**src/rtl/core/shrp_pkg.sv**
```systemverilog
// ----------------------------------------------------------------------------
// shrp_pkg: shared types and constants of the sensor-hub report parser
// Result item layout, push bundle and the fixed codes of the transport format.
// ----------------------------------------------------------------------------
package shrp_pkg;

  localparam int unsigned HdrBytes      = 4;
  localparam logic [7:0]  IdTimestamp   = 8'hFB;
  localparam logic [7:0]  IdRotation    = 8'h05;
  localparam int unsigned TimestampLen  = 5;
  localparam int unsigned RotationLen   = 14;
  localparam int unsigned RotPayloadOfs = 4;
  localparam int unsigned FieldBytes    = 10;

  localparam logic KindReport = 1'b0;
  localparam logic KindEnd    = 1'b1;

  localparam int unsigned FifoDepth = 4;
  localparam int unsigned PtrW      = 2;
  localparam int unsigned CntW      = 3;

  typedef struct packed {
    logic               kind;
    logic signed [15:0] quat_i;
    logic signed [15:0] quat_j;
    logic signed [15:0] quat_k;
    logic signed [15:0] quat_real;
    logic signed [15:0] accuracy_q12;
    logic               any_found;
    logic               last;
  } result_t;

  // up to two result items written in one cycle, item0 first
  typedef struct packed {
    logic [1:0] cnt;
    result_t    item0;
    result_t    item1;
  } push_t;

endpackage

```
**src/rtl/core/shrp_res_fifo.sv**
```systemverilog
// ----------------------------------------------------------------------------
// shrp_res_fifo: result queue of the report parser
// Four-entry queue that takes up to two result items per cycle and hands
// out one per cycle on a valid/stall channel.
// ----------------------------------------------------------------------------
module shrp_res_fifo (
  input  logic              clk_i,
  input  logic              rst_ni,
  input  shrp_pkg::push_t   push_i,
  output logic              room_o,
  output logic              out_valid_o,
  input  logic              out_stall_i,
  output shrp_pkg::result_t out_item_o
);

  shrp_pkg::result_t               mem_q [shrp_pkg::FifoDepth];
  logic [shrp_pkg::PtrW-1:0]       wr_q, wr_d;
  logic [shrp_pkg::PtrW-1:0]       rd_q, rd_d;
  logic [shrp_pkg::CntW-1:0]       cnt_q, cnt_d;
  logic                            pop;

  assign out_valid_o = (cnt_q != '0);
  assign out_item_o  = mem_q[rd_q];
  assign pop         = out_valid_o && !out_stall_i;
  // two free entries guarantee room for the two items of a worst-case byte
  assign room_o      = (cnt_q <= shrp_pkg::CntW'(shrp_pkg::FifoDepth - 2));

  always_comb begin
    wr_d  = wr_q + shrp_pkg::PtrW'(push_i.cnt);
    rd_d  = pop ? rd_q + shrp_pkg::PtrW'(1) : rd_q;
    cnt_d = cnt_q + shrp_pkg::CntW'(push_i.cnt) - shrp_pkg::CntW'(pop);
  end

  always_ff @(posedge clk_i or negedge rst_ni) begin
    if (!rst_ni) begin
      wr_q  <= '0;
      rd_q  <= '0;
      cnt_q <= '0;
    end else begin
      wr_q  <= wr_d;
      rd_q  <= rd_d;
      cnt_q <= cnt_d;
    end
  end

  always_ff @(posedge clk_i) begin
    if (push_i.cnt != 2'd0) begin
      mem_q[wr_q] <= push_i.item0;
    end
    if (push_i.cnt == 2'd2) begin
      mem_q[wr_q + shrp_pkg::PtrW'(1)] <= push_i.item1;
    end
  end

endmodule

```
**src/rtl/core/sensor_hub_report_parser_core.sv**
```systemverilog
// ----------------------------------------------------------------------------
// sensor_hub_report_parser_core: rotation-vector report parser
// Walks the records of one transport packet byte by byte and reports the raw
// quaternion and accuracy of each rotation-vector record, plus an end item.
// ----------------------------------------------------------------------------
// Usage:
//   Input channel: one packet byte per item (packet_byte_i, first_byte_i) on
//   in_valid_i / in_stall_o. first_byte_i restarts parsing at any time.
//   Output channel: result items on out_valid_o / out_stall_i; kind_o tells a
//   rotation report from the end-of-packet item, last_o marks the final
//   result caused by one input byte.
//   A byte is parsed in the cycle it is accepted against the header/record
//   state registers; its results are registered in a four-entry result queue
//   that drives the outputs. One byte is taken every cycle while the
//   queue holds two or fewer items; a byte yields at most two results, so
//   with the receiver ready the rate is one byte per cycle, and the queue
//   drain rate (one result per cycle) sets the figure otherwise.
//   While the receiver stalls, queued items hold and in_stall_o rises once
//   three items wait. Reset empties the queue and leaves the parser idle,
//   ignoring bytes until one arrives with first_byte_i set.
// ----------------------------------------------------------------------------
module sensor_hub_report_parser_core #(
  parameter int unsigned MAX_PACKET = 64
) (
  input  logic               clk_i,
  input  logic               rst_ni,
  input  logic               in_valid_i,
  output logic               in_stall_o,
  input  logic [7:0]         packet_byte_i,
  input  logic               first_byte_i,
  output logic               out_valid_o,
  input  logic               out_stall_i,
  output logic               kind_o,
  output logic signed [15:0] quat_i_o,
  output logic signed [15:0] quat_j_o,
  output logic signed [15:0] quat_k_o,
  output logic signed [15:0] quat_real_o,
  output logic signed [15:0] accuracy_q12_o,
  output logic               any_found_o,
  output logic               last_o
);

  localparam int unsigned PW = $clog2(MAX_PACKET + 1);

  logic [PW-1:0] pos_q, pos_d;
  logic [PW-1:0] len_q, len_d;
  logic [7:0]    len_lo_q, len_lo_d;
  logic [PW-1:0] rs_q, rs_d;
  logic          rot_q, rot_d;
  logic          found_q, found_d;
  logic          stopped_q, stopped_d;
  logic [7:0]    field_q [shrp_pkg::FieldBytes];

  logic              room;
  logic              accept;
  logic [14:0]       hdr_len;
  logic [PW-1:0]     cargo_pos;
  logic [PW-1:0]     cargo_len;
  logic [PW-1:0]     rec_off;
  logic              field_we;
  logic              rpt;
  logic              pkt_end;
  shrp_pkg::result_t rpt_item;
  shrp_pkg::result_t end_item;
  shrp_pkg::push_t   push;
  shrp_pkg::result_t out_item;

  assign in_stall_o = !room;
  assign accept     = in_valid_i && room;
  assign hdr_len    = {packet_byte_i[6:0], len_lo_q};
  assign cargo_pos  = pos_q - PW'(shrp_pkg::HdrBytes);
  assign cargo_len  = len_q - PW'(shrp_pkg::HdrBytes);
  assign rec_off    = cargo_pos - rs_q;

  always_comb begin
    pos_d     = pos_q;
    len_d     = len_q;
    len_lo_d  = len_lo_q;
    rs_d      = rs_q;
    rot_d     = rot_q;
    found_d   = found_q;
    stopped_d = stopped_q;
    field_we  = 1'b0;
    rpt       = 1'b0;
    pkt_end   = 1'b0;

    if (accept) begin
      priority if (first_byte_i) begin
        len_lo_d  = packet_byte_i;
        pos_d     = PW'(1);
        len_d     = '0;
        rs_d      = '0;
        rot_d     = 1'b0;
        found_d   = 1'b0;
        stopped_d = 1'b0;
      end else if (pos_q == '0) begin
        // idle: stray byte ignored
      end else if (pos_q == PW'(1)) begin
        if (hdr_len <= 15'(shrp_pkg::HdrBytes)) begin
          pos_d     = '0;
          stopped_d = 1'b1;
        end else begin
          len_d = (hdr_len > 15'(MAX_PACKET)) ? PW'(MAX_PACKET) : hdr_len[PW-1:0];
          pos_d = PW'(2);
        end
      end else if (pos_q < PW'(shrp_pkg::HdrBytes)) begin
        pos_d = pos_q + PW'(1);
      end else begin
        if (!stopped_q) begin
          if (!rot_q && cargo_pos == rs_q) begin
            priority if ({1'b0, rs_q} + (PW+1)'(1) >= {1'b0, cargo_len}) begin
              stopped_d = 1'b1;
            end else if (packet_byte_i == shrp_pkg::IdTimestamp) begin
              rs_d = rs_q + PW'(shrp_pkg::TimestampLen);
            end else if (packet_byte_i == shrp_pkg::IdRotation &&
                         {1'b0, rs_q} + (PW+1)'(shrp_pkg::RotationLen)
                           <= {1'b0, cargo_len}) begin
              rot_d = 1'b1;
            end else begin
              stopped_d = 1'b1;
            end
          end else if (rot_q) begin
            field_we = 1'b1;
            if (rec_off == PW'(shrp_pkg::RotationLen - 1)) begin
              rpt     = 1'b1;
              found_d = 1'b1;
              rs_d    = rs_q + PW'(shrp_pkg::RotationLen);
              rot_d   = 1'b0;
            end
          end
        end
        if (pos_q + PW'(1) == len_q) begin
          pkt_end   = 1'b1;
          pos_d     = '0;
          stopped_d = 1'b1;
          rot_d     = 1'b0;
        end else begin
          pos_d = pos_q + PW'(1);
        end
      end
    end
  end

  always_comb begin
    rpt_item              = '0;
    rpt_item.kind         = shrp_pkg::KindReport;
    rpt_item.quat_i       = {field_q[1], field_q[0]};
    rpt_item.quat_j       = {field_q[3], field_q[2]};
    rpt_item.quat_k       = {field_q[5], field_q[4]};
    rpt_item.quat_real    = {field_q[7], field_q[6]};
    // the top accuracy byte is the one arriving now
    rpt_item.accuracy_q12 = {packet_byte_i, field_q[8]};
    rpt_item.last         = !pkt_end;

    end_item           = '0;
    end_item.kind      = shrp_pkg::KindEnd;
    end_item.any_found = found_d;
    end_item.last      = 1'b1;

    push       = '0;
    push.cnt   = 2'(rpt) + 2'(pkt_end);
    push.item0 = rpt ? rpt_item : end_item;
    push.item1 = end_item;
  end

  always_ff @(posedge clk_i or negedge rst_ni) begin
    if (!rst_ni) begin
      pos_q     <= '0;
      len_q     <= '0;
      len_lo_q  <= '0;
      rs_q      <= '0;
      rot_q     <= 1'b0;
      found_q   <= 1'b0;
      stopped_q <= 1'b1;
    end else begin
      pos_q     <= pos_d;
      len_q     <= len_d;
      len_lo_q  <= len_lo_d;
      rs_q      <= rs_d;
      rot_q     <= rot_d;
      found_q   <= found_d;
      stopped_q <= stopped_d;
    end
  end

  for (genvar k = 0; k < shrp_pkg::FieldBytes; k++) begin : g_field
    always_ff @(posedge clk_i) begin
      if (field_we && rec_off == PW'(k + shrp_pkg::RotPayloadOfs)) begin
        field_q[k] <= packet_byte_i;
      end
    end
  end

  shrp_res_fifo u_res_fifo (
    .clk_i       (clk_i),
    .rst_ni      (rst_ni),
    .push_i      (push),
    .room_o      (room),
    .out_valid_o (out_valid_o),
    .out_stall_i (out_stall_i),
    .out_item_o  (out_item)
  );

  assign kind_o         = out_item.kind;
  assign quat_i_o       = out_item.quat_i;
  assign quat_j_o       = out_item.quat_j;
  assign quat_k_o       = out_item.quat_k;
  assign quat_real_o    = out_item.quat_real;
  assign accuracy_q12_o = out_item.accuracy_q12;
  assign any_found_o    = out_item.any_found;
  assign last_o         = out_item.last;

  // a double result is always a report followed by the end item
  a_pair_order: assert property (@(posedge clk_i) disable iff (!rst_ni)
    push.cnt == 2'd2 |-> push.item0.kind == shrp_pkg::KindReport && !push.item0.last)
    else $error("double result not report then end");

  // the end item always returns the parser to idle
  a_end_idle: assert property (@(posedge clk_i) disable iff (!rst_ni)
    pkt_end |=> pos_q == '0)
    else $error("parser not idle after end item");

  // once past the length header, the position stays inside the packet
  a_pos_bound: assert property (@(posedge clk_i) disable iff (!rst_ni)
    pos_q > PW'(1) |-> pos_q < len_q)
    else $error("byte position beyond packet length");

  // a rotation record is only collected while parsing runs
  a_rot_live: assert property (@(posedge clk_i) disable iff (!rst_ni)
    rot_q |-> !stopped_q)
    else $error("rotation collection while parsing stopped");

endmodule

```
**config.mk**
```make
export PLATFORM = sky130hd
export DESIGN_NAME = sensor_hub_report_parser_core
export DESIGN_NICKNAME = d
export VERILOG_FILES = /design/src/rtl/core/shrp_pkg.sv /design/src/rtl/core/shrp_res_fifo.sv /design/src/rtl/core/sensor_hub_report_parser_core.sv
export SDC_FILE = /design/constraint.sdc
export NUM_CORES = 1
export LEC_CHECK = 0
export BUFFER_PORTS_ARGS = -buffer_cell sky130_fd_sc_hd__buf_2
export CAP_MARGIN = 20
export CORE_ASPECT_RATIO = 1.5
export CORE_MARGIN = 3
export CORE_UTILIZATION = 55
export CTS_CLUSTER_SIZE = 40
export DETAILED_ROUTE_END_ITERATION = 16
export GPL_ROUTABILITY_DRIVEN = 0
export PLACE_DENSITY_LB_ADDON = 0.2
export SLEW_MARGIN = 10
export SYNTH_ARGS = -nofsm -noshare
export SYNTH_HDL_FRONTEND = slang
export SYNTH_SLANG_ARGS = --single-unit
```
**constraint.sdc**
```tcl
create_clock -name clk_i -period 4.85 [get_ports clk_i]
set_input_delay 0.97 -clock clk_i [delete_from_list [all_inputs] [get_ports clk_i]]
set_output_delay 0.97 -clock clk_i [all_outputs]
set_load 0.01 [all_outputs]
```
Word level (Yosys, flattened, before mapping)
Memory sizes are Yosys's and may differ from the RTL's.
Cells that the tools add are included.

storage, ports and cells
  memories kept = 2
  bits in writable memories = 412
  flip-flop bits (word level) = 39
  logic and storage cells = 228
  input port bits = 13

cells by class
  mux-type cells = 128
  magnitude comparators = 6
  add/sub/neg operators = 14
  eq/ne operators = 29
  reductions and logical operators = 39

memory list
  name              words  width  rd ports  clocked after memory_dff  write ports  line                                 text
  u_res_fifo.mem_q  4      83     1         0                         2            shrp_res_fifo.sv:16                  shrp_pkg::result_t mem_q [shrp_pkg::FifoDepth];
  field_q           10     8      9         0                         1            sensor_hub_report_parser_core.sv:52  logic [7:0] field_q [shrp_pkg::FieldBytes];

operators with widths
  kind                                                             count
  2-to-1 mux 7 bit                                                 20
  2-to-1 mux 1 bit                                                 88
  2-to-1 mux 83 bit                                                1
  2-to-1 mux 8 bit                                                 9
  OR reduction 8 bit                                               9
  equality test 7 x 4 -> 1 bit, second input constant              6
  2-to-1 mux 4 bit                                                 9
  equality test 7 x 3 -> 1 bit, second input constant              4
  > comparator 15 x 7 -> 1 bit, second input constant              1
  less-or-equal comparator 15 x 3 -> 1 bit, second input constant  1
  equality test 7 bit                                              2
  logical AND 1 bit                                                14
  subtractor 7 x 3 -> 7 bit, second input constant                 2
  inequality test 2 bit, second input constant                     5
  inequality test 3 x 2 -> 1 bit, second input constant            3
  AND reduction 9 bit                                              1
  nonzero test 3 bit                                               3
  adder 7 x 1 -> 8 bit, second input constant                      1
  adder 7 x 4 -> 8 bit, second input constant                      1
  equality test 8 x 3 -> 1 bit, second input constant              1
  equality test 8 bit, second input constant                       1
  greater-or-equal comparator 8 x 7 -> 1 bit                       1
  less-or-equal comparator 8 x 7 -> 1 bit                          1
  inequality test 4 x 3 -> 1 bit, second input constant            2
  22 further kinds                                                 30

Logic depth before layout (Yosys ltp)
  word-level depth = 23
  gate-level depth with buffers = 17
  gate-level depth less buffers = 16

By module
Synthesis repeated with hierarchy kept, for this count alone.

unflattened totals
  cells, all modules = 1389
  area, all modules = 22725.5 um2

by module, submodules not included
  module                         seq. area each (um2)  instances  area each (um2)  cells an instance
  shrp_res_fifo                  10144.7               1          16920.0          844
  sensor_hub_report_parser_core  2964.1                1          5805.6           545

Least setup slack after synthesis
No wires, ideal clock.

  path type = register to register
  start point = register pos_q[2]
  end point = memory u_res_fifo.mem_q[0][13] in the netlist's numbering
  path slack = 969 ps
  cell stages (with the launch flop) = 18
  buffers on the path = 3
  period minus slack after synthesis = 3881 ps
  arrival time = 3764 ps
  setup time = 117 ps
  cell sequence = dfrtp_1 > inv_1 > ha_1 > inv_1 > ha_1 > or2_1 > o22a_1 > a2111oi_4 > a31oi_2 > nor3_4 > inv_1 > ha_1 > clkbuf_1 > or3_1 > and2_1 > clkbuf_1 > clkbuf_1 > a22o_1

RTL lines
  element                 line                                  text
  start, declared         sensor_hub_report_parser_core.sv:45   logic [PW-1:0] pos_q, pos_d;
  start signal, assigned  sensor_hub_report_parser_core.sv:176  pos_q <= pos_d;
  end, declared           shrp_res_fifo.sv:16

==> results.ini <==
[floorplanning]
start_util=0.564
ios=98
die_h_um=226
core_area_mm2=0.0313
dieWidth_um=152
row_count=79
die_area_mm2=0.0344

[clocking]
root_buffer=clkbuf_16
tritoncts=built
cts_max_path_buffers=3
cts_setup_buffers=0
clk_pin_slew_ps=60
clock_latency_ps=540
cts_buffers=41
numClockSinks=443
cts_resized=0
hold_buffers=0
htreeDepth=2

[global_route]
overflow=0
grt_pass1_vias=12400
grt_max_degree=82
antenna_found_initial=1
grt_pass1_wl_um=70000
grt_usage=0.256

[yosys]
synthDistinctLibCells=73
synthArstFlopShare=0.0880
ys_seq_area_frac=0.556
synth_warnings=0
synth_ff_type=dfxtp_1
syn_area_mm2=0.0177
syn_area_per_cell_um2=13.3
synth_seq_cells=443
postSynthNetCount=1385
synth_edf_count=76
synthCells=1332

[timing]
rsz0062_at_grt=false
final.setup.worst_slack_ps=427
finClkSkew_ps=23.3
layout_min_cycle_time_ps=4420
slew_violations=0
finalSetupViolations=0
setup_tns_ps=0
finalHoldViolations=0
period_share=0.912
worstMarginPinSlew_ps=877
fmax_mhz=226
max_slew_margin=0.415

[place]
dpl_worst_slack_ps=471
dp_hpwl_um=26500
place_area_mm2=0.0186
placed_cells=1764
port_buffers=97

[routing]
drt-wirelength-per-cell_um=24.4
drcViolationCount=0
via_count=12000
viasPerCell=6.55
ant_nets=0
drt_iter0_drc=918
firstDrtPassIters=6
wl_um=44800

[power]
intPower_uw=6450
combinationalPowerShare=0.198
p_clk_frac=0.344
p_per_area_mw_per_mm2=458
sw_frac_of_total=0.292
seqPwrFrac=0.458
p_switching_uw=2660
p_leak_uw=0.00795
ir_worst_vdd_mv=0.310

[setup_path]
cp_data_required_time_ps=5280
setup.worst_path.class=flop to flop
startpoint_type=flop
rr_worst_depth=14
cp_max_fo=47
end_kind=flop
crit_arrival_ps=4850
rr_startpoint=pos_q[4]$_DFFE_PN0P_
critPathLaunch=pos_q[4]$_DFFE_PN0P_

[run]
drv_cap=0

[layout]
area_growth_pct=12.5
final_area_mm2=0.0199
fin_nets=1455
instances_no_fill=1838
antenna_cells=0
layout-drive-gt1-share=0.210
fillers=2394

[worst_hold_path]
hold_path_class=flop to flop
worstHoldStart=u_res_fifo.mem_q[1][26]$_SDFFE_PP0P_
hold_depth=1

[run_status]
outcome=completed

## cell families (layout without fill, tap and decap cells)
family / Yosys count / after routing / share of synthesized area
fa+ha+maj: 40 / 40 / 0.0292
xor+xnor: 37 / 37 / 0.0192
compound gates: 420 / 420 / 0.199
simple gates: 157 / 157 / 0.0489
flops: 443 / 443 / 0.556
mux: 93 / 93 / 0.112
buf+inv: 142 / 243 / 0.0362
## Yosys cell counts (3+ instances only)
master / count / share of area
buf_6: 9 / 0.0057
nand2b_1: 6 / 0.0021
buf_2: 25 / 0.0071
o31ai_1: 3 / 0.0013
xnor2_1: 22 / 0.011
nor4_1: 4 / 0.0014
inv_1: 38 / 0.0081
clkbuf_1: 57 / 0.012
o211ai_1: 4 / 0.0017
nor2b_1: 4 / 0.0014
ha_1: 38 / 0.027
and3_1: 5 / 0.0018
a22o_1: 328 / 0.16
mux2_2: 8 / 0.0051
buf_1: 10 / 0.0021
and2_1: 6 / 0.0021
nand3_1: 12 / 0.0034
nor3b_1: 3 / 0.0013
nand4_1: 7 / 0.0025
nand2_1: 31 / 0.0066
o32ai_1: 4 / 0.0020
a21o_1: 4 / 0.0017
nor3_1: 17 / 0.0048
mux4_2: 83 / 0.11
dfxtp_1: 328 / 0.37
nor2_1: 31 / 0.0066
edfxtp_1: 76 / 0.13
o21ai_0: 14 / 0.0040
a21oi_1: 23 / 0.0065
nand3b_1: 4 / 0.0017
a31oi_1: 7 / 0.0025
dfrtp_1: 38 / 0.054
xor2_1: 13 / 0.0064
or3_1: 11 / 0.0039
## critical path: stages (launching register included)
cell,delay (ps)
dfrtp_1,510
nor3_1,440
xor2_1,130
ha_1,370
nand2_1,130
o21bai_1,180
o2111ai_1,140
nand3_1,230
nor3_4,180
inv_1,80
ha_1,330
o21ai_0,540
nand2_4,420
buf_12,350
a22o_1,260
## per-layer routing
| metal | up-vias | GRT usage | routed length, um |
|---|---|---|---|
| li1 | 5355 | - | - |
| met1 | 6146 | 0.322 | 18000 |
| met2 | 433 | 0.448 | 22500 |
| met3 | 97 | 0.0345 | 2690 |
| met4 | 0 | 0.103 | 1690 |
| met5 | - | 0 | 0 |
## sequential cells by signal (all words and copies together), names as in the netlist, 2 cells and up
register and flops:
u_res_fifo.mem_q 332, field_q 72, len_lo_q 8, len_q 7, pos_q 7, rs_q 7, u_res_fifo.cnt_q 3, u_res_fifo.rd_q 2
u_res_fifo.wr_q 2
## cell type report
| cell class | count | area (um^2) | area share |
|---|---|---|---|
| clock inverter | 19 | 186 | 0.00937 |
| sequential | 443 | 9830 | 0.494 |
| tap | 405 | 507 | 0.0255 |
| multi-input combinational | 747 | 7260 | 0.365 |
| clock buffer | 55 | 1110 | 0.0558 |
| timing repair buffer | 130 | 858 | 0.0431 |
| inverter | 39 | 146 | 0.00736 |
## worst paths after layout
check | to | slack, ps
min | u_res_fifo.mem_q[1][26]$_SDFFE_PP0P_ | 470
max in group asynchronous | u_res_fifo.rd_q[0]$_DFFE_PN0P_ | 3640
min reg2reg | u_res_fifo.mem_q[1][26]$_SDFFE_PP0P_ | 470
max | u_res_fifo.mem_q[3][16]$_SDFFE_PP0P_ | 430
min in group asynchronous | len_lo_q[0]$_DFFE_PN0P_ | 570
max reg2reg | u_res_fifo.mem_q[3][16]$_SDFFE_PP0P_ | 430
## cells in the final DEF, fill, tap and decap left out, types with 12 or more instances in the layout
master,count
dfxtp_1,328
xor2_1,13
a22o_1,328
nand2_1,29
nor2_1,31
mux4_2,83
dfrtp_1,36
ha_1,38
nor3_1,17
clkbuf_16,42
buf_4,23
a21oi_1,22
clkbuf_1,12
nand3_1,12
xnor2_1,22
o21ai_0,14
buf_2,97
inv_1,38
edfxtp_1,76
## through the flow
stage	util	hold slack (ps)	total power, uW
6_report	0.635	474	9110
5_1_grt	0.635	483	9480
4_1_cts	0.635	475	9170
3_5_place_dp	0.594	459	6050
3_3_place_gp	0.594	451	6020
2_1_floorplan	-	432	5520
## power by group through the flow
| stage | clock [uW] | combinational (uW) | sequential [uW] |
|---|---|---|---|
| 6_report | 3140 | 1800 | 4170 |
| 5_1_grt | 3310 | 1960 | 4210 |
| 4_1_cts | 3190 | 1800 | 4180 |
| 3_5_place_dp | 0 | 1800 | 4260 |
| 3_3_place_gp | 0 | 1770 | 4250 |
| 2_1_floorplan | 0 | 1520 | 4000 |
Power figures use the tool's default switching activity.
